$ cat src/sss_pkg.sv
// ----------------------------------------------------------------------------
// sss_pkg: shared types and constants of the span sum stack
// Word types of the input and result channels, the classified job word
// passed from front to back, and the fixed field constants.
// ----------------------------------------------------------------------------
`default_nettype none

package sss_pkg;

  // fixed field widths
  localparam int VALUE_W = 32;
  localparam int FIELD_W = 20;

  // parameter defaults
  localparam int STACK_DEPTH_DEF = 128;
  localparam int COUNT_BITS_DEF  = 20;

  // job queue between front and back, depth a power of two
  localparam int QUEUE_DEPTH = 2;
  localparam int QPTR_W      = $clog2(QUEUE_DEPTH);
  localparam int QCNT_W      = $clog2(QUEUE_DEPTH + 1);

  localparam logic [FIELD_W-1:0] SUM_MODULUS = FIELD_W'(1000000);
  localparam logic [FIELD_W-1:0] POS_MAX     = '1;
  localparam logic [FIELD_W-1:0] OUT_MAX     = '1;

  typedef struct packed {
    logic signed [VALUE_W-1:0] value;
    logic                      first;
  } in_t;

  typedef struct packed {
    logic [FIELD_W-1:0] covered;
    logic [FIELD_W-1:0] total;
    logic               overflow;
  } out_t;

  // item class set by the front
  typedef enum logic [1:0] {
    K_FIRST,
    K_NEWMAX,
    K_NORMAL
  } kind_t;

  typedef struct packed {
    logic signed [VALUE_W-1:0] value;
    kind_t                     kind;
    logic [FIELD_W-1:0]        span;
  } job_t;

  // back end sequencer
  typedef enum logic [1:0] {
    B_IDLE,
    B_POP,
    B_RED,
    B_ADD
  } b_state_t;

endpackage

`default_nettype wire

$ cat src/sss_queue.sv
// ----------------------------------------------------------------------------
// sss_queue: short job queue between front and back
// Lets the front keep taking words while the back walks the stack.
// ----------------------------------------------------------------------------
`default_nettype none

module sss_queue (
  input  wire logic          clk,
  input  wire logic          rst_n,
  input  wire logic          push,
  input  wire sss_pkg::job_t push_job,
  output logic               full,
  input  wire logic          pop,
  output logic               head_valid,
  output sss_pkg::job_t      head_job
);

  import sss_pkg::*;

  job_t              slot_r [QUEUE_DEPTH];
  logic [QPTR_W-1:0] wr_ptr_r, rd_ptr_r;
  logic [QCNT_W-1:0] cnt_r;

  assign full       = (cnt_r == QCNT_W'(QUEUE_DEPTH));
  assign head_valid = (cnt_r != '0);
  assign head_job   = slot_r[rd_ptr_r];

  // storage
  always_ff @(posedge clk) begin
    if (push) begin
      slot_r[wr_ptr_r] <= push_job;
    end
  end

  // pointers and fill count
  always_ff @(posedge clk) begin
    if (!rst_n) begin
      wr_ptr_r <= '0;
      rd_ptr_r <= '0;
      cnt_r    <= '0;
    end else begin
      if (push) begin
        wr_ptr_r <= wr_ptr_r + QPTR_W'(1);
      end
      if (pop) begin
        rd_ptr_r <= rd_ptr_r + QPTR_W'(1);
      end
      case ({push, pop})
        2'b10:   cnt_r <= cnt_r + QCNT_W'(1);
        2'b01:   cnt_r <= cnt_r - QCNT_W'(1);
        default: cnt_r <= cnt_r;
      endcase
    end
  end

endmodule

`default_nettype wire

$ cat config.mk
export PLATFORM = sky130hd
export DESIGN_NAME = sss_queue
export DESIGN_NICKNAME = d
export VERILOG_FILES = /design/src/sss_pkg.sv /design/src/sss_queue.sv
export SDC_FILE = /design/constraint.sdc
export NUM_CORES = 1
export LEC_CHECK = 0
export ABC_AREA = 1
export BUFFER_PORTS_ARGS = -buffer_cell sky130_fd_sc_hd__buf_2
export CAP_MARGIN = 20
export CORE_MARGIN = 1.5
export CORE_UTILIZATION = 31
export CTS_BUF_LIST = sky130_fd_sc_hd__clkbuf_16
export DETAILED_ROUTE_END_ITERATION = 16
export GPL_ROUTABILITY_DRIVEN = 0
export GPL_TIMING_DRIVEN = 0
export HOLD_SLACK_MARGIN = 0.08
export PLACE_DENSITY = 0.49
export RECOVER_POWER = 100
export SLEW_MARGIN = 5
export SYNTH_ARGS = -nofsm -noshare
export SYNTH_HDL_FRONTEND = slang
export SYNTH_SLANG_ARGS = --single-unit
$ cat constraint.sdc
create_clock -name clk -period 3.55 [get_ports clk]
set_input_delay 0.355 -clock clk [delete_from_list [all_inputs] [get_ports clk]]
set_output_delay 0.355 -clock clk [all_outputs]
set_load 0.05 [all_outputs]
# After elaboration in Yosys (flattened, before gate mapping)
# Memories as Yosys holds them, arrays and structs flattened. A register that Yosys moved wholly into a read port is not among the register bits.
# Cells that the tools add are included.
[word_totals]
register_bits = 4
mem_bits_rw = 108
input_bits = 58
wordCells = 18
n_memories = 1
[memory_table]
columns = ["memory", "words", "width", "rd", "rd_ports_with_merged_regs", "wr", "line", "text"]
rows = [
  ["slot_r", 2, 54, 1, 1, 1, "sss_queue.sv:20", "job_t slot_r [QUEUE_DEPTH];"],
]
[classes]
addsub = 4
n_eq_ne = 3
mux = 5
n_reduce_logical = 2
[op_table]
columns = ["operator", "count"]
rows = [
  ["$eq 2x2->1 const B", 2],
  ["$mux 1", 4],
  ["$pmux 2 s2", 1],
  ["$reduce_bool 2->1", 2],
  ["$add 1x1->1 const B", 2],
  ["$add 2x1->2 const B", 1],
  ["$eq 2x1->1 const B", 1],
  ["$sub 2x1->2 const B", 1],
]

# Logic depth before layout (Yosys ltp)
[depth]
ltp_word = 3
mapped_depth = 7
ltp_nobuf = 7

# Least setup slack after synthesis
# No wires, ideal clock.
[synth_timing]
path_type = "input-to-reg"
start = "input push"
end = "memory slot_r[0][0] in the netlist's numbering, enable pin"
arrival_time_ns = 2.680
setup_slack_ns = 0.403
stages = 2
n_path_buf = 0
cell_sequence = "inv_1 -> nor2_1"
[synth_between]
elab_chain_cells = 2
[synth_rtl]
columns = ["item", "line", "text"]
rows = [
  ["from (decl)", "sss_queue.sv:10", "input wire logic push,"],
  ["$mux 1", "sss_queue.sv:30", "if (push) begin"],
  ["$mux 1 (not written as such)", "sss_queue.sv:31", "slot_r[wr_ptr_r] <= push_job;"],
  ["to (decl)", "sss_queue.sv:20", ""],
]
# No other way between the ends.

==> run_results.csv <==
group,metric,value,unit
placement,placed_cell_area,5235,um^2
timing,worst_pin_slew,1.607,ns
setup_path,cp_data_arrival_time,2.27,ns
final_layout,most-common-layout-cells,"edfxtp_1 (108), clkbuf_1 (77), mux2_4 (50), buf_2 (38), clkbuf_16 (17)",
worst_hold_path,hp-start,"push_job[6]",
floorplanning,dieArea,14840,um^2
logic_synthesis,synth_warnings,0,
final_layout,fillers,1287,
timing,setup_viol,0,
global_routing,overflow,0,
clocking,post_cts_buffers,0,
status,status,"finished with violations",
logic_synthesis,ys_seq_area_share,76.39,%
timing,hold_viol,0,
power,power.density,645.0,nW/um^2
clocking,clk_latency,0.40,ns
clocking,cts_hold_buffers,0,
logic_synthesis,synth-compound-area-share,0.2287,%
global_routing,grt_usage,11.15,%
final_layout,diodes,0,
floorplanning,die_h,121.8,um
clocking,numCtsBuffers,17,
routing,final_antenna_net_count,0,
setup_path,endpoint_kind,"primary output",
setup_path,critPathRequiredTime,3.19,ns
logic_synthesis,synth_top_family_by_area,"multiplexers",
setup_path,crit_fanout,10,
setup_path,criticalPathCategory,"reg2out",
setup_path,crit_family,"buffers and inverters",
logic_synthesis,synthesis.nets,262,
timing,period_share,74.07,%
clocking,clkTransAtPathRegs,0.05,ns
routing,wl_per_cell,14.18,um
setup_path,cp_slowest_cell,"clkbuf_1",
global_routing,antenna_found_initial,0,
logic_synthesis,avgSynthCellArea,21.56,um^2
power,irDropWorstVdd,388.8,uV
floorplanning,rows,43,
timing,slew_headroom,-7.162,%
power,p_total,3.638,mW
worst_hold_path,hp-class,"in2reg",
final_layout,stdcell_area,5640,um^2
setup_path,crit_path_max_incr_delay,0.69,ns
logic_synthesis,synthMuxAreaShare,18.18,%
logic_synthesis,syn-cell-area,4377,um^2
placement,hpwl,4842,um
setup_path,crit_top_cell,"clkbuf_1",
logic_synthesis,synth_xor_area_share,0,%
final_layout,final_common_cell,"edfxtp_1",
placement,post-place-ws,1.911,ns
timing,skew,0.005061,ns
global_routing,first_global_vias,2319,
clocking,cts_root_buf,"clkbuf_16",
routing,drt-total-wl,7528,um
global_routing,grt_pass1_wl,11790,um
setup_path,path_cells,"clkbuf_1, buf_12, mux2_4, clkbuf_1",
run,cap_violations,2,
floorplanning,die_x,121.8,um
clocking,clock_path_buffers,2,
timing,fin_ws,0.9205,ns
status,failed_checks,"max-capacitance violations, max-slew violations",
clocking,post_cts_resized,0,
clocking,h-tree-depth,4,
routing,viasPerCell,4.217,
clocking,tritoncts,"done",
setup_path,cp-start-kind,"register",
logic_synthesis,synthCells,203,
routing,drt_iter0_drc,76,
floorplanning,core,13830,um^2
floorplanning,start_util,31.65,%
setup_path,timing.rr.start,"wr_ptr_r",
global_routing,grt_max_degree,34,
setup_path,cp_num_buf_inv,3,
routing,drc_errors,0,
logic_synthesis,ys_ff_latch,113,
timing,finalMaxSlewViolations,28,
placement,port_buffers,113,
timing,timing.fmax,0.3803,GHz
timing,finalCriticalPeriod,2.629,ns
logic_synthesis,synthAdderAreaFrac,0.2859,%
routing,first_pass_iters,4,
floorplanning,pin_count,114,
final_layout,drive_above_1_share,33.90,%
routing,vias,2239,
timing,rsz0062_at_grt,"false",
logic_synthesis,yosys.area_share.simple,1.858,%
logic_synthesis,ys_types,13,
final_layout,fin_nets,397,
power,p_leak,2.122,nW
final_layout,syn_to_final_growth,28.87,%
clocking,cts_num_sinks,113,
cell families (layout without fill, tap and decap cells):
family	count (synthesis)	in the layout
multiplexers	54	54
AND/OR/NAND/NOR	21	21
flip-flops	113	113
AO/OA/AOI/OAI	2	2
adder cells (fa/ha/maj)	1	1
buffers and inverters	12	160
registers in the layout, indices dropped and copies added, names as in the netlist, named ones only:
register	count
slot_r	108
rd_ptr_r	1
cnt_r	2
wr_ptr_r	1
per-stage QoR:
stage / hold WS [ns] / instances / setup TNS (ns) / util, %
5_1_grt: 0.1173 / 531 / 0 / 40.79
6_report: 0.1378 / 531 / 0 / 40.79
2_1_floorplan: 0.4539 / 203 / 0 / -
3_5_place_dp: 0.5017 / 499 / 0 / 37.86
4_1_cts: 0.1138 / 531 / 0 / 41.92
3_3_place_gp: 0.4764 / 496 / -74.70 / 37.37
synthesized netlist by cell type:
cell type / count / share of area, %
ha_1: 1 / 0.29
buf_6: 1 / 0.26
inv_1: 6 / 0.51
mux2_4: 50 / 17
mux2_2: 4 / 1.0
edfxtp_1: 108 / 74
nand2_1: 9 / 0.77
o21ai_0: 1 / 0.11
nand4_1: 1 / 0.14
buf_12: 5 / 2.3
nor2_1: 11 / 0.94
dfxtp_1: 5 / 2.3
a21oi_1: 1 / 0.11
cell type report:
type / instances / area [um^2] / share of cell area (%)
sequential: 113 / 3343 / 59.27
multi-input combinational: 78 / 899.6 / 15.95
timing repair buffer: 116 / 484.2 / 8.585
clock buffer: 17 / 425.4 / 7.542
tap: 180 / 225.2 / 3.993
clock inverter: 15 / 136.4 / 2.418
buffer: 6 / 103.9 / 1.841
inverter: 6 / 22.52 / 0.3993
power by group:
group	switching, mW	leakage [nW]	total [mW]	internal [mW]
clock network	0.523	0.296	1.59	1.07
registers	0.0174	1.06	1.56	1.55
logic	0.334	0.772	0.483	0.149
total	0.874	2.12	3.64	2.76
per-layer routing:
metal	GRT usage (%)	wire length, um	up-vias	share of wire [%]
met3	5.056	537	12	7.1
met5	0	0	-	0
met2	17.28	3642	79	48
li1	-	-	1054	-
met4	6.618	167	0	2.2
met1	12.67	3180	1094	42
worst paths after layout:
path | end | slack [ns] | depth (start not counted)
worst min-delay path | slot_r[0][6] | 0.14 | 1
worst min register to register | wr_ptr_r | 0.50 | 2
worst max-delay path | head_job[38] | 0.92 | 4
worst max register to register | slot_r[1][47] | 1.19 | 3
Power figures use the tool's default switching activity.
