==> src/sss_pkg.sv <==
// ----------------------------------------------------------------------------
// sss_pkg: shared types and constants of the span sum stack
// Word types of the input and result channels, the classified job word
// passed from front to back, and the fixed field constants.
// ----------------------------------------------------------------------------
`default_nettype none

package sss_pkg;

  // fixed field widths
  localparam int VALUE_W = 32;
  localparam int FIELD_W = 20;

  // parameter defaults
  localparam int STACK_DEPTH_DEF = 128;
  localparam int COUNT_BITS_DEF  = 20;

  // job queue between front and back, depth a power of two
  localparam int QUEUE_DEPTH = 2;
  localparam int QPTR_W      = $clog2(QUEUE_DEPTH);
  localparam int QCNT_W      = $clog2(QUEUE_DEPTH + 1);

  localparam logic [FIELD_W-1:0] SUM_MODULUS = FIELD_W'(1000000);
  localparam logic [FIELD_W-1:0] POS_MAX     = '1;
  localparam logic [FIELD_W-1:0] OUT_MAX     = '1;

  typedef struct packed {
    logic signed [VALUE_W-1:0] value;
    logic                      first;
  } in_t;

  typedef struct packed {
    logic [FIELD_W-1:0] covered;
    logic [FIELD_W-1:0] total;
    logic               overflow;
  } out_t;

  // item class set by the front
  typedef enum logic [1:0] {
    K_FIRST,
    K_NEWMAX,
    K_NORMAL
  } kind_t;

  typedef struct packed {
    logic signed [VALUE_W-1:0] value;
    kind_t                     kind;
    logic [FIELD_W-1:0]        span;
  } job_t;

  // back end sequencer
  typedef enum logic [1:0] {
    B_IDLE,
    B_POP,
    B_RED,
    B_ADD
  } b_state_t;

endpackage

`default_nettype wire

==> src/sss_front.sv <==
// ----------------------------------------------------------------------------
// sss_front: input stage of the span sum stack
// Accepts input words, tracks the running maximum and position, and tags
// each word as sequence start, new maximum or ordinary value.
// ----------------------------------------------------------------------------
`default_nettype none

module sss_front #(
  parameter int COUNT_BITS = 20
) (
  input  wire logic         clk,
  input  wire logic         rst_n,
  input  wire logic         in_valid,
  output logic              in_stall,
  input  wire sss_pkg::in_t in_data,
  input  wire logic         q_full,
  output logic              q_push,
  output sss_pkg::job_t     q_job
);

  import sss_pkg::*;

  localparam logic [32:0] CNT_MAX = (33'd1 << COUNT_BITS) - 33'd1;

  logic signed [VALUE_W-1:0] max_r, max_nxt;
  logic [FIELD_W-1:0]        pos_r, pos_nxt;
  logic [FIELD_W-1:0]        pos_inc;

  assign in_stall = q_full;
  assign q_push   = in_valid && !q_full;

  // classify and update sequence tracking
  always_comb begin
    pos_inc     = (pos_r < POS_MAX) ? pos_r + FIELD_W'(1) : pos_r;
    max_nxt     = max_r;
    pos_nxt     = pos_r;
    q_job.value = in_data.value;
    q_job.kind  = K_NORMAL;
    q_job.span  = '0;
    if (in_data.first) begin
      q_job.kind = K_FIRST;
      max_nxt    = in_data.value;
      pos_nxt    = '0;
    end else begin
      pos_nxt = pos_inc;
      if (in_data.value > max_r) begin
        q_job.kind = K_NEWMAX;
        max_nxt    = in_data.value;
        q_job.span = ({13'd0, pos_inc} > CNT_MAX) ? CNT_MAX[FIELD_W-1:0] : pos_inc;
      end
    end
  end

  always_ff @(posedge clk) begin
    if (!rst_n) begin
      max_r <= '0;
      pos_r <= '0;
    end else if (q_push) begin
      max_r <= max_nxt;
      pos_r <= pos_nxt;
    end
  end

endmodule

`default_nettype wire

==> config.mk <==
export PLATFORM = sky130hd
export DESIGN_NAME = sss_front
export DESIGN_NICKNAME = d
export VERILOG_FILES = /design/src/sss_pkg.sv /design/src/sss_front.sv
export SDC_FILE = /design/constraint.sdc
export NUM_CORES = 1
export LEC_CHECK = 0
export ABC_AREA = 1
export BUFFER_PORTS_ARGS = -buffer_cell sky130_fd_sc_hd__buf_4
export CAP_MARGIN = 40
export CORE_UTILIZATION = 31
export CTS_CLUSTER_DIAMETER = 200
export DETAILED_ROUTE_END_ITERATION = 10
export PLACE_DENSITY = 0.6
export SYNTH_ARGS = -nofsm -noshare
export SYNTH_HDL_FRONTEND = slang
export SYNTH_SLANG_ARGS = --single-unit
==> constraint.sdc <==
create_clock -name clk -period 1.95 [get_ports clk]
set_clock_uncertainty 0.2 [all_clocks]
set_input_delay 0.195 -clock clk [delete_from_list [all_inputs] [get_ports clk]]
set_output_delay 0.195 -clock clk [all_outputs]
set_load 0.01 [all_outputs]
# --- After elaboration in Yosys (flattened, before gate mapping) ---
# Cells that the tools add are included.
totals:
  output_inout_bits: 56
  regBits: 52
op_classes:
  n_reduce_logical: 4
  muxes: 7
  order_cmp: 2
  add_sub_neg: 1
ops:
  columns: ["operator", "n"]
  rows:
  - ["32-bit 2-to-1 mux", 2]
  - ["20-bit 2-to-1 mux", 3]
  - ["32-bit > comparator", 1]
  - ["22-bit 2-to-1 mux", 1]
  - ["20-bit by 1-bit adder with 20-bit output (second input constant)", 1]
  - ["20-bit less-than comparator (second input constant)", 1]
  - ["2-bit 2-to-1 mux", 1]
  - ["2-bit AND reduction", 1]
  - ["2-bit nonzero test", 1]
  - ["1-bit logical AND", 1]
  - ["1-bit logical NOT", 1]

# --- Depth between registers and ports, before layout ---
# Gate-level depths: netlist of the first run.
depth:
  depth_word: 4
  depth_mapped: 21

# --- Least setup slack after synthesis of the first run ---
# OpenSTA, ideal clock, no wires.
synth_timing:
  kind: "register to output"
  start: "register max_r[7]"
  end: "output q_job[21] (netlist name)"
  required_time_ns: 1.555
  path_buffers: 2
  arrival_time_ns: 1.766
  slack_ns: -0.211
  path_stages_with_launch: 15
  path_cell_list: "dfxtp_1 > inv_1 > ha_1 > a21o_1 > nor2_1 > nand2_1 > nand2_1 > nand2_1 > nand2_1 > nand3_1 > nand3_4 > nand2_4 > buf_12 > buf_12 > inv_1"
synth_lines:
  columns: ["item", "line_no", "source"]
  rows:
  - ["start: declaration", "sss_front.sv:25", "logic signed [VALUE_W-1:0] max_r, max_nxt;"]
  - ["start signal: assignment", "sss_front.sv:59", "max_r <= max_nxt;"]
  - ["end: declaration", "sss_front.sv:18", "output sss_pkg::job_t q_job"]

==> key figures, run 1 <==
Global routing
  – Vias in the first global route: 4099
  – Antenna violations before repair: 0
  – First-pass GRT wire length: 19.0 mm
  – GRT overflow: 0
  – Largest net degree at the start of global routing: 51
  – Gr usage total: 0.166

Power
  – Pint: 2.34 mW
  – Net Sw Power: 1.17 mW
  – Cell Pwr Density: 512 nW/um2
  – Sw frac: 0.334
  – Maximum vdd drop: 0.324 mV
  – Combinational power share: 0.399
  – Pleak: 3.03 nW
  – Clock power share: 0.262
  – Register share of total power: 0.339

Clock tree
  – CTS clk-pin slew, worst paths: 0.08 ns
  – Worst-skew pair later-pin latency: 0.30 ns
  – Max Root-Sink Buffers: 2
  – Clock root cell: clkbuf_16
  – CTS tree: done
  – H-tree Lvls: 2
  – Cts bufs inserted: 5
  – CTS Hold Bufs: 0
  – CTS Sinks: 52

Routing
  – First-pass DRT Iterations: 4
  – WL/cell: 12.1 um
  – Post-Route WL: 11.8 mm
  – DR vias: 4413
  – DRT iter0 DRCs: 149
  – Antenna viol nets, final: 0
  – DRC errors left: 0
  – Drt via density: 4.54

Setup path
  – Reg-to-reg slack, setup: -0.56 ns
  – Worst EP arrival: 2.15 ns
  – Setup crit start: max_r[23]$_SDFFE_PN0P_
  – Reg2reg end: max_r[18]$_SDFFE_PN0P_
  – Worst r2r src: max_r[23]$_SDFFE_PN0P_
  – Startpoint type of the worst setup path: flop
  – Worst Reg2Reg Path Length in Cells: 15
  – Critical path data required time: 1.55 ns
  – Worst Setup EP: q_job[4]
  – Critical-path maximum fanout: 7
  – CP Capture Type: primary output
  – Crit Path Class: flop to primary output

Final layout
  – Fill cell count: 1303
  – Final #Nets: 865
  – Storage element area: 1090 um2
  – Antenna fix cells: 0
  – Finished Layout Cells: 972
  – Layout area overhead: 63.1%
  – Multi-input logic area: 3070 um2
  – Share of cells above drive strength 1: 0.587

Timing
  – Slew @ Worst Pin: 0.535 ns
  – Final hold viol count: 0
  – Setup-failing EPs final: 57
  – Fin crit share: 1.31
  – RSZ-0062 raised after global routing: yes
  – Final Critical Period: 2.55 ns
  – Maximum operating frequency: 392 MHz
  – Slew HR: 0.643
  – Worst hold slack: 0.0345 ns
  – Final worst setup slack: -0.600 ns
  – Fin. max-slew vios: 0

Floorplanning
  – Die height: 119 um
  – Initial cell density of the core: 0.318
  – Ports: 93
  – Die Width: 119 um
  – Core Box Area: 13200 um2
  – Die ar.: 14100 um2
  – Rows: 42

Logic synthesis
  – Async S/R FF share, synth: 0
  – Top-area cell type share of the netlist area: 0.247
  – Commonest cells post-synth: nand2_1, inv_1, nor2_1
  – Mean Syn Cell Area: 6.79 um2
  – Largest cells by area after synthesis: dfxtp_1, nand2_1, ha_1
  – Post-synthesis instance total: 620
  – Post-synth EDFFs: 0
  – Yosys top cell by area: dfxtp_1
  – Synth Register Bits: 52
  – Syn Nets: 690
  – Mapped Area: 4210 um2
  – Most frequent cell after synthesis: nand2_1
  – Yosys Warn Count: 0
  – Main synth FF type: dfxtp_1
  – Seq/Total Area, Yosys: 0.247
  – Cell variety after synth: 38

Job
  – Max Cap Viol: 0

Run status
  – Failing checks: setup timing
  – Outcome: finished, violations left

Placed design
  – Dpl cells: 944
  – Setup WS pre-CTS: -0.452 ns
  – Gpl congestion: 0.897
  – Detail Placement HPWL: 8.16 mm
  – Port-buffer cells: 92

Min path
  – Hold Path Class: primary input to flop
-- power by group through the flow --
stage	clock (mW)	sequential, mW	combinational, mW
after floorplan	0	1.20	0.653
after global placement	0	1.20	0.996
after detailed placement	0	1.20	1.00
after CTS	0.953	1.18	1.24
after global routing	0.993	1.20	1.54
final	0.920	1.19	1.40
-- routing by layer --
layer,vias up,track usage,part of all wire
li1,2295,-,-
met2,80,0.279,0.49
met4,0,0.0372,0.011
met5,-,0,0
met3,11,0.0261,0.036
met1,2027,0.220,0.47
-- worst max-delay path: stages (launching register included) --
cell	delay, ns
dfxtp_2	0.32
inv_1	0.09
ha_4	0.21
a21oi_1	0.16
o21a_1	0.15
nand2_2	0.08
a21oi_4	0.15
nand2_2	0.07
nand2_2	0.08
nand4_1	0.12
buf_6	0.18
a21oi_2	0.10
buf_4	0.13
-- cell usage in the layout (no fill, tap or decap), types with 2 or more instances in the layout --
| master | count |
|---|---|
| dfxtp_2 | 34 |
| o211ai_1 | 5 |
| o21ai_2 | 3 |
| a21oi_2 | 41 |
| buf_12 | 9 |
| nand2_4 | 2 |
| nand3_4 | 3 |
| nor3_1 | 4 |
| a21oi_4 | 3 |
| nor2_1 | 47 |
| o21a_1 | 3 |
| nor2_4 | 14 |
| nor2_2 | 19 |
| buf_6 | 12 |
| nand3_2 | 33 |
| ha_1 | 13 |
| o21ai_1 | 2 |
| buf_4 | 198 |
| dfxtp_4 | 3 |
| inv_1 | 76 |
| ha_4 | 20 |
| dfxtp_1 | 15 |
| clkinv_2 | 2 |
| buf_8 | 4 |
| o21ai_0 | 15 |
| clkbuf_16 | 5 |
| nand3_1 | 12 |
| nand2_2 | 29 |
| nor3_2 | 3 |
| buf_16 | 4 |
| a31oi_1 | 2 |
| xor2_1 | 5 |
| nand4_1 | 6 |
| nand2_1 | 91 |
| a21oi_1 | 29 |
| inv_2 | 20 |
-- cells by family (layout without fill, tap and decap cells) --
logic type | after synthesis | count (layout) | synth area share
buffers and inverters | 156 | 332 | 0.192
AO/OA/AOI/OAI | 104 | 104 | 0.140
flip-flops | 52 | 52 | 0.247
AND/OR/NAND/NOR | 269 | 269 | 0.310
adder cells (fa/ha/maj) | 33 | 33 | 0.0980
XOR/XNOR | 6 | 6 | 0.0125
-- stage by stage --
stage	cell area [um2]	power, mW	setup TNS (ns)	util
2_1_floorplan	4310	1.85	-7.43	-
3_3_place_gp	5700	2.19	-21.75	0.431
3_5_place_dp	5700	2.20	-22.85	0.431
4_1_cts	6380	3.38	-26.06	0.482
5_1_grt	6870	3.73	-33.79	0.519
6_report	6870	3.52	-27.46	0.519
-- sequential cells by signal, summed over array words and instances (netlist names) --
signal and count:
max_r 32, pos_r 20
-- cell type report --
| cell class | count | area share |
|---|---|---|
| clock inverter | 3 | 0.00273 |
| inverter | 97 | 0.0534 |
| multi-input combinational | 412 | 0.447 |
| timing repair buffer | 227 | 0.287 |
| tap | 176 | 0.0320 |
| sequential | 52 | 0.159 |
| clock buffer | 5 | 0.0182 |
-- what timing repair did --
item                                   in CTS  in global routing
endpoints found under the hold margin       0                  0
buffers inserted                            9                  9
cloned                                      4                  0
gates resized for setup                    97                109
pin swaps                                  31                 45
setup endpoints to repair                  59                 67
-- how the worst min path moves through the flow --
stage / startpoint / end / slack [ns] / depth (start not counted)
after detailed placement: max_r[25]$_SDFFE_PN0P_ / max_r[25]$_SDFFE_PN0P_ / 0.27 / 2
after global routing: in_data[9] / max_r[8]$_SDFFE_PN0P_ / 0.08 / 5
final: in_data[13] / max_r[12]$_SDFFE_PN0P_ / 0.03 / 5
after global placement: max_r[6]$_SDFFE_PN0P_ / max_r[6]$_SDFFE_PN0P_ / 0.26 / 2
after CTS: in_data[9] / max_r[8]$_SDFFE_PN0P_ / 0.03 / 5
after floorplan: in_data[0] / pos_r[8]$_SDFFE_PN0P_ / 0.19 / 3
(Power assumes the default switching activity.)
==> run 2: changes to the inputs <==
MAX_ROUTING_LAYER = met4   (was unset)
==> run 2 against run 1 <==
  * The flow still finishes with violations (setup timing)
  * Total power up 0.99%
  * Cell area up 3.4%
  * Sequential cell count stayed put
  * Combinational power increased by 3%
  * Critical path depth down 1
  * Sequential power about the same
  * Sequential share of layout area fell by 0.60 points
  * Critical endpoint is now q_job[2]
  * Largest cell class unchanged
  * Maximum frequency fell by 0.52%
  * Global-route usage is 1.6 points higher
==> key figures, run 2 (same netlist as run 1, synthesis figures left out) <==
Run status
  – Outcome: finished, violations left
  – Failing checks: setup timing

Setup path
  – CP Capture Type: primary output
  – Startpoint type of the worst setup path: flop
  – Cell family with most CP delay: simple AND/OR/NAND/NOR gates
  – Critical-path maximum fanout: 6 (-1)
  – Buffers & Inverters on Critical Path: 3 (unchanged)
  – Crit path largest cell delay: 0.37 ns (+0.05 ns)
  – Reg-to-reg slack, setup: -0.59 ns (-0.03 ns)
  – Critical path data required time: 1.55 ns (about the same)
  – Crit Path Class: flop to primary output
  – Worst EP arrival: 2.17 ns (+0.02 ns)
  – CP cell instances: ha_4 > inv_2 > nor2_4 > nand2_2 > nor4_4 > nand2_2 > buf_6 > a31oi_1 > o21ai_2 > nor2_4 > buf_4
  – CP max stage cell: dfxtp_4

Power
  – Cell Pwr Density: 500 nW/um2 (-2.3%)
  – Pleak: 3.14 nW (+3.6%)
  – Maximum vdd drop: 0.363 mV (+12%)

Global routing
  – Gr usage total: 0.181 (+0.0155)
  – Largest net degree at the start of global routing: 51 (unchanged)
  – First-pass GRT wire length: 20.1 mm (+5.4%)
  – Vias in the first global route: 4244 (+3.5%)
  – GRT overflow: 0 (unchanged)
  – Antenna violations before repair: 0 (unchanged)

Clock tree
  – CTS Sinks: 52 (unchanged)
  – CTS tree: done
  – Worst-skew pair later-pin latency: 0.30 ns (about the same)
  – CTS clk-pin slew, worst paths: 0.08 ns (about the same)
  – Max Root-Sink Buffers: 2 (unchanged)
  – Clock root cell: clkbuf_16
  – Cts bufs inserted: 5 (unchanged)
  – CTS Hold Bufs: 0 (unchanged)
  – H-tree Lvls: 2 (unchanged)

Timing
  – Final hold viol count: 0 (unchanged)
  – Final worst setup slack: -0.613 ns (-0.0134 ns)
  – Setup-failing EPs final: 67 (+18%)
  – RSZ-0062 raised after global routing: yes
  – Slew HR: 0.580 (-0.0631)
  – Slew @ Worst Pin: 0.629 ns (+0.0947 ns)
  – Fin. max-slew vios: 0 (unchanged)
  – Maximum operating frequency: 390 MHz (-0.52%)
  – Final Critical Period: 2.56 ns (+0.0134 ns)
  – Fin crit share: 1.31 (+0.00689)

Floorplanning
  – Initial cell density of the core: 0.318 (unchanged)
  – Rows: 42 (unchanged)
  – Core Box Area: 13200 um2 (unchanged)
  – Die Width: 119 um (unchanged)
  – Die ar.: 14100 um2 (unchanged)
  – Die height: 119 um (unchanged)
  – Ports: 93 (unchanged)

Routing
  – First-pass DRT Iterations: 4 (unchanged)
  – WL/cell: 12.5 um (+2.9%)
  – DRC errors left: 0 (unchanged)
  – DRT iter0 DRCs: 151 (+1.3%)
  – Drt via density: 4.60 (+1.2%)
  – DR vias: 4513 (+2.3%)
  – Post-Route WL: 12.2 mm (+4.0%)
  – Antenna viol nets, final: 0 (unchanged)

Final layout
  – Layout area overhead: 68.6%
  – Top Registers: max_r: 32 flops, pos_r: 20 flops
  – Fill cell count: 1251 (-4.0%)
  – Largest register FFs: 32 (unchanged)
  – Most frequent cells in the layout: buf_4, nand2_1, inv_1
  – Finished Layout Cells: 982 (+1.0%)
  – Layout Utilization: 0.536 (+0.0174)
  – Top reg by flops: max_r
  – Commonest non-fill, non-tap cell in the layout: buf_4
  – Share of cells above drive strength 1: 0.574 (-0.0122)
  – Final #Nets: 875 (+1.2%)
  – Antenna fix cells: 0 (unchanged)

Placed design
  – Gpl congestion: 0.882 (-1.6%)
  – Port-buffer cells: 92 (unchanged)
  – Dpl cells: 945 (+0.11%)
  – Detail Placement HPWL: 8.24 mm (+1.1%)

Min path
  – Hold Path Class: primary input to flop

Job
  – Max Cap Viol: 0 (unchanged)
-- run 2: cell count changes in the layout (fill, tap and decap cells not counted), sizes merged --
cell    delta
clkbuf     +1
clkinv     -2
inv        +1
buf       +10
-- run 2: worst min-delay path, stage by stage --
cell and delay [ns]:
buf_4 0.10, inv_1 0.04, nand3_2 0.06, nand2_1 0.04, nor2_1 0.07
-- run 2: cell type report --
| class | instances | area, um2 | share of cell area |
|---|---|---|---|
| well taps | 176 | 220 | 0.0310 |
| clock inverters | 2 | 15.0 | 0.00211 |
| flip-flops and latches | 52 | 1090 | 0.153 |
| repair buffers | 237 | 2120 | 0.298 |
| multi-input cells | 412 | 3160 | 0.446 |
| inverters | 97 | 367 | 0.0516 |
| clock buffers | 6 | 129 | 0.0181 |
-- run 2: path summary, 6_finish.rpt --
kind,startpoint,endpoint,depth (start not counted)
setup reg to reg,max_r[29]$_SDFFE_PN0P_,max_r[29]$_SDFFE_PN0P_,17
hold / removal,in_data[17],max_r[16]$_SDFFE_PN0P_,5
hold reg to reg,max_r[25]$_SDFFE_PN0P_,max_r[25]$_SDFFE_PN0P_,2
setup / recovery,pos_r[0]$_SDFFE_PN0P_,q_job[2],11
-- run 2: timing repair --
action,in CTS,in global routing
setup buffers,19,16
endpoints found under the hold margin,0,0
pin swaps,38,49
gates resized for setup,127,110
endpoints found under the setup margin,60,71
cloned,5,0
-- run 2: per-layer routing --
layer	up-vias	global-route usage	routed length, um
li1	2321	-	-
met2	77	0.297	6000
met5	-	-	0
met3	12	0.0251	425
met1	2103	0.232	5640
met4	0	0.0491	175
-- run 2: where the power goes --
part	leakage (nW)	internal, mW	switching [mW]
sequential	0.440	1.14	0.0474
clock	0.0714	0.482	0.444
combinational	2.63	0.739	0.701
total	3.14	2.36	1.19
-- run 2: per-stage QoR --
step	setup slack, ns	TNS (ns)	hold WS [ns]	total power, mW	instance area [um2]
after floorplan	-0.181	-7.43	0.185	1.85	4310
after global placement	-0.426	-21.67	0.261	2.19	5700
after detailed placement	-0.460	-22.41	0.269	2.20	5700
after CTS	-0.610	-26.77	0.0269	3.43	6610
after global routing	-0.772	-39.21	0.0540	3.77	7100
final	-0.613	-31.12	0.0375	3.55	7100
==> run 3: changes to the inputs <==
REMOVE_ABC_BUFFERS = 1   (was unset)
==> run 3 against run 2 <==
  * The run still ends with setup timing left
  * Non-clock buffer count is 5 lower
  * Utilization is 0.64 points lower
  * Maximum frequency is 1.0% lower
  * Routed wire length is 5.0% higher
  * Global-route usage is 0.48 points lower
  * Highest routed layer unchanged
==> key figures, run 3 (same netlist as run 1, synthesis figures left out) <==
Timing
  – RSZ-0062 raised after global routing: yes
  – Final hold viol count: 0 (unchanged)
  – Final worst setup slack: -0.640 ns (-0.0268 ns)
  – Maximum operating frequency: 386 MHz (-1.0%)
  – Slew @ Worst Pin: 0.420 ns (-0.210 ns)
  – Final Critical Period: 2.59 ns (+0.0268 ns)
  – Slew HR: 0.719 (+0.139)
  – Worst hold slack: 0.0478 ns (+0.0103 ns)
  – Fin crit share: 1.33 (+0.0137)
  – Setup-failing EPs final: 69 (+3.0%)
  – Fin. max-slew vios: 0 (unchanged)

Setup path
  – Crit Path Class: flop to primary output
  – Cell family with most CP delay: simple AND/OR/NAND/NOR gates
  – CP Capture Type: primary output
  – CP cell instances: inv_1 > ha_1 > nand3_1 > nand2_1 > a21oi_2 > nand2_2 > nand2_2 > nand2_2 > nand2_2 > nand3_4 > buf_12 > nand2_8 > inv_4 > buf_6
  – Worst EP arrival: 2.19 ns (+0.02 ns)
  – Critical path data required time: 1.55 ns (about the same)
  – Most numerous cell on the critical path: nand2_2
  – CP max stage cell: dfxtp_2
  – Crit path largest cell delay: 0.33 ns (-0.04 ns)
  – Critical-path maximum fanout: 8 (+2)
  – Buffers & Inverters on Critical Path: 4 (+1)
  – Startpoint type of the worst setup path: flop

Routing
  – DR vias: 4492 (-0.47%)
  – Antenna viol nets, final: 0 (unchanged)
  – DRC errors left: 0 (unchanged)
  – WL/cell: 13.2 um (+5.5%)
  – Drt via density: 4.60 (about the same)
  – DRT iter0 DRCs: 243 (+61%)
  – First-pass DRT Iterations: 6 (+2)
  – Post-Route WL: 12.9 mm (+5.0%)

Final layout
  – Final #Nets: 870 (-0.57%)
  – Layout Utilization: 0.530 (-0.00643)
  – Layout area overhead: 66.6%
  – Commonest non-fill, non-tap cell in the layout: buf_4
  – Top Registers: max_r: 32 flops, pos_r: 20 flops
  – Post-route cell area: 7020 um2 (-1.2%)
  – Fill cell count: 1255 (+0.32%)
  – Top reg by flops: max_r
  – Multi-input logic area: 3150 um2 (-0.51%)
  – Antenna fix cells: 0 (unchanged)
  – Storage element area: 1080 um2 (-0.69%)
  – Most frequent cells in the layout: buf_4, nand2_1, inv_1
  – Largest register FFs: 32 (unchanged)
  – Share of cells above drive strength 1: 0.584 (+0.00983)

Global routing
  – Vias in the first global route: 4228 (-0.38%)
  – Antenna violations before repair: 0 (unchanged)
  – Gr usage total: 0.176 (-0.00483)
  – GRT overflow: 0 (unchanged)
  – Largest net degree at the start of global routing: 57 (+12%)
  – First-pass GRT wire length: 19.6 mm (-2.1%)

Power
  – Overall power: 3.68 mW (+3.6%)
  – Cell Pwr Density: 524 nW/um2 (+4.8%)
  – Pleak: 3.07 nW (-2.0%)
  – Maximum vdd drop: 0.339 mV (-6.5%)

Floorplanning
  – Core Box Area: 13200 um2 (unchanged)
  – Die Width: 119 um (unchanged)
  – Initial cell density of the core: 0.318 (unchanged)
  – Rows: 42 (unchanged)
  – Die ar.: 14100 um2 (unchanged)
  – Die height: 119 um (unchanged)
  – Ports: 93 (unchanged)

Run status
  – Outcome: finished, violations left
  – Failing checks: setup timing

Clock tree
  – Cts bufs inserted: 5 (unchanged)
  – CTS tree: done
  – H-tree Lvls: 2 (unchanged)
  – CTS Sinks: 52 (unchanged)
  – Clock root cell: clkbuf_16
  – Max Root-Sink Buffers: 2 (unchanged)
  – CTS clk-pin slew, worst paths: 0.07 ns (about the same)
  – Worst-skew pair later-pin latency: 0.30 ns (about the same)

Placed design
  – Port-buffer cells: 92 (unchanged)
  – Placed Area: 5580 um2 (-2.1%)
  – Gpl congestion: 0.911 (+3.3%)
  – Detail Placement HPWL: 8.22 mm (-0.30%)

Min path
  – Hold Path Class: primary input to flop

Job
  – Max Cap Viol: 0 (unchanged)
## run 3: layer usage
layer  track usage  wire length [um]
met5             -                 0
met1         0.217              5470
met2         0.305              6710
met4        0.0443               233
met3        0.0208               441
## run 3: tightest hold or removal path: cells and delay by family
family	cells	cell delay [ns]
simple gates	2	0.12
buf+inv	1	0.19
## run 3: final cells by class
class                   instances  share of cell area
inverters                      97              0.0522
multi-input cells             412               0.449
well taps                     176              0.0314
repair buffers                232               0.290
clock buffers                   6              0.0184
flip-flops and latches         52               0.154
clock inverters                 2             0.00499
## run 3: what timing repair did
action	4_1_cts	5_1_grt
pin swaps	28	34
gates resized for setup	114	132
hold buffers	0	0
setup buffers	13	17
endpoints found under the setup margin	65	74
hold endpoints to repair	0	0
gates cloned	2	4
## run 3: worst paths after layout
| check | startpoint | end | slack, ns | depth (start not counted) |
|---|---|---|---|---|
| min reg2reg | max_r[29]$_SDFFE_PN0P_ | max_r[29]$_SDFFE_PN0P_ | 0.27 | 2 |
| min | rst_n | max_r[27]$_SDFFE_PN0P_ | 0.05 | 3 |
| max | max_r[10]$_SDFFE_PN0P_ | q_job[21] | -0.64 | 14 |
| max reg2reg | max_r[10]$_SDFFE_PN0P_ | max_r[16]$_SDFFE_PN0P_ | -0.57 | 17 |
## run 3: power by group
part / total, mW / switching [mW] / leakage [nW] / internal (mW)
clock network: 1.03 / 0.424 / 0.0808 / 0.606
logic: 1.46 / 0.724 / 2.55 / 0.740
registers: 1.19 / 0.0437 / 0.439 / 1.14
## run 3: stage by stage
stage | TNS, ns | worst slack [ns] | std cells
CTS | -22.84 | -0.552 | 960
finish | -30.78 | -0.640 | 977
global placement | -18.61 | -0.390 | 941
detailed placement | -20.31 | -0.404 | 941
global route | -42.58 | -0.814 | 977
floorplan | -148.45 | -3.54 | 561
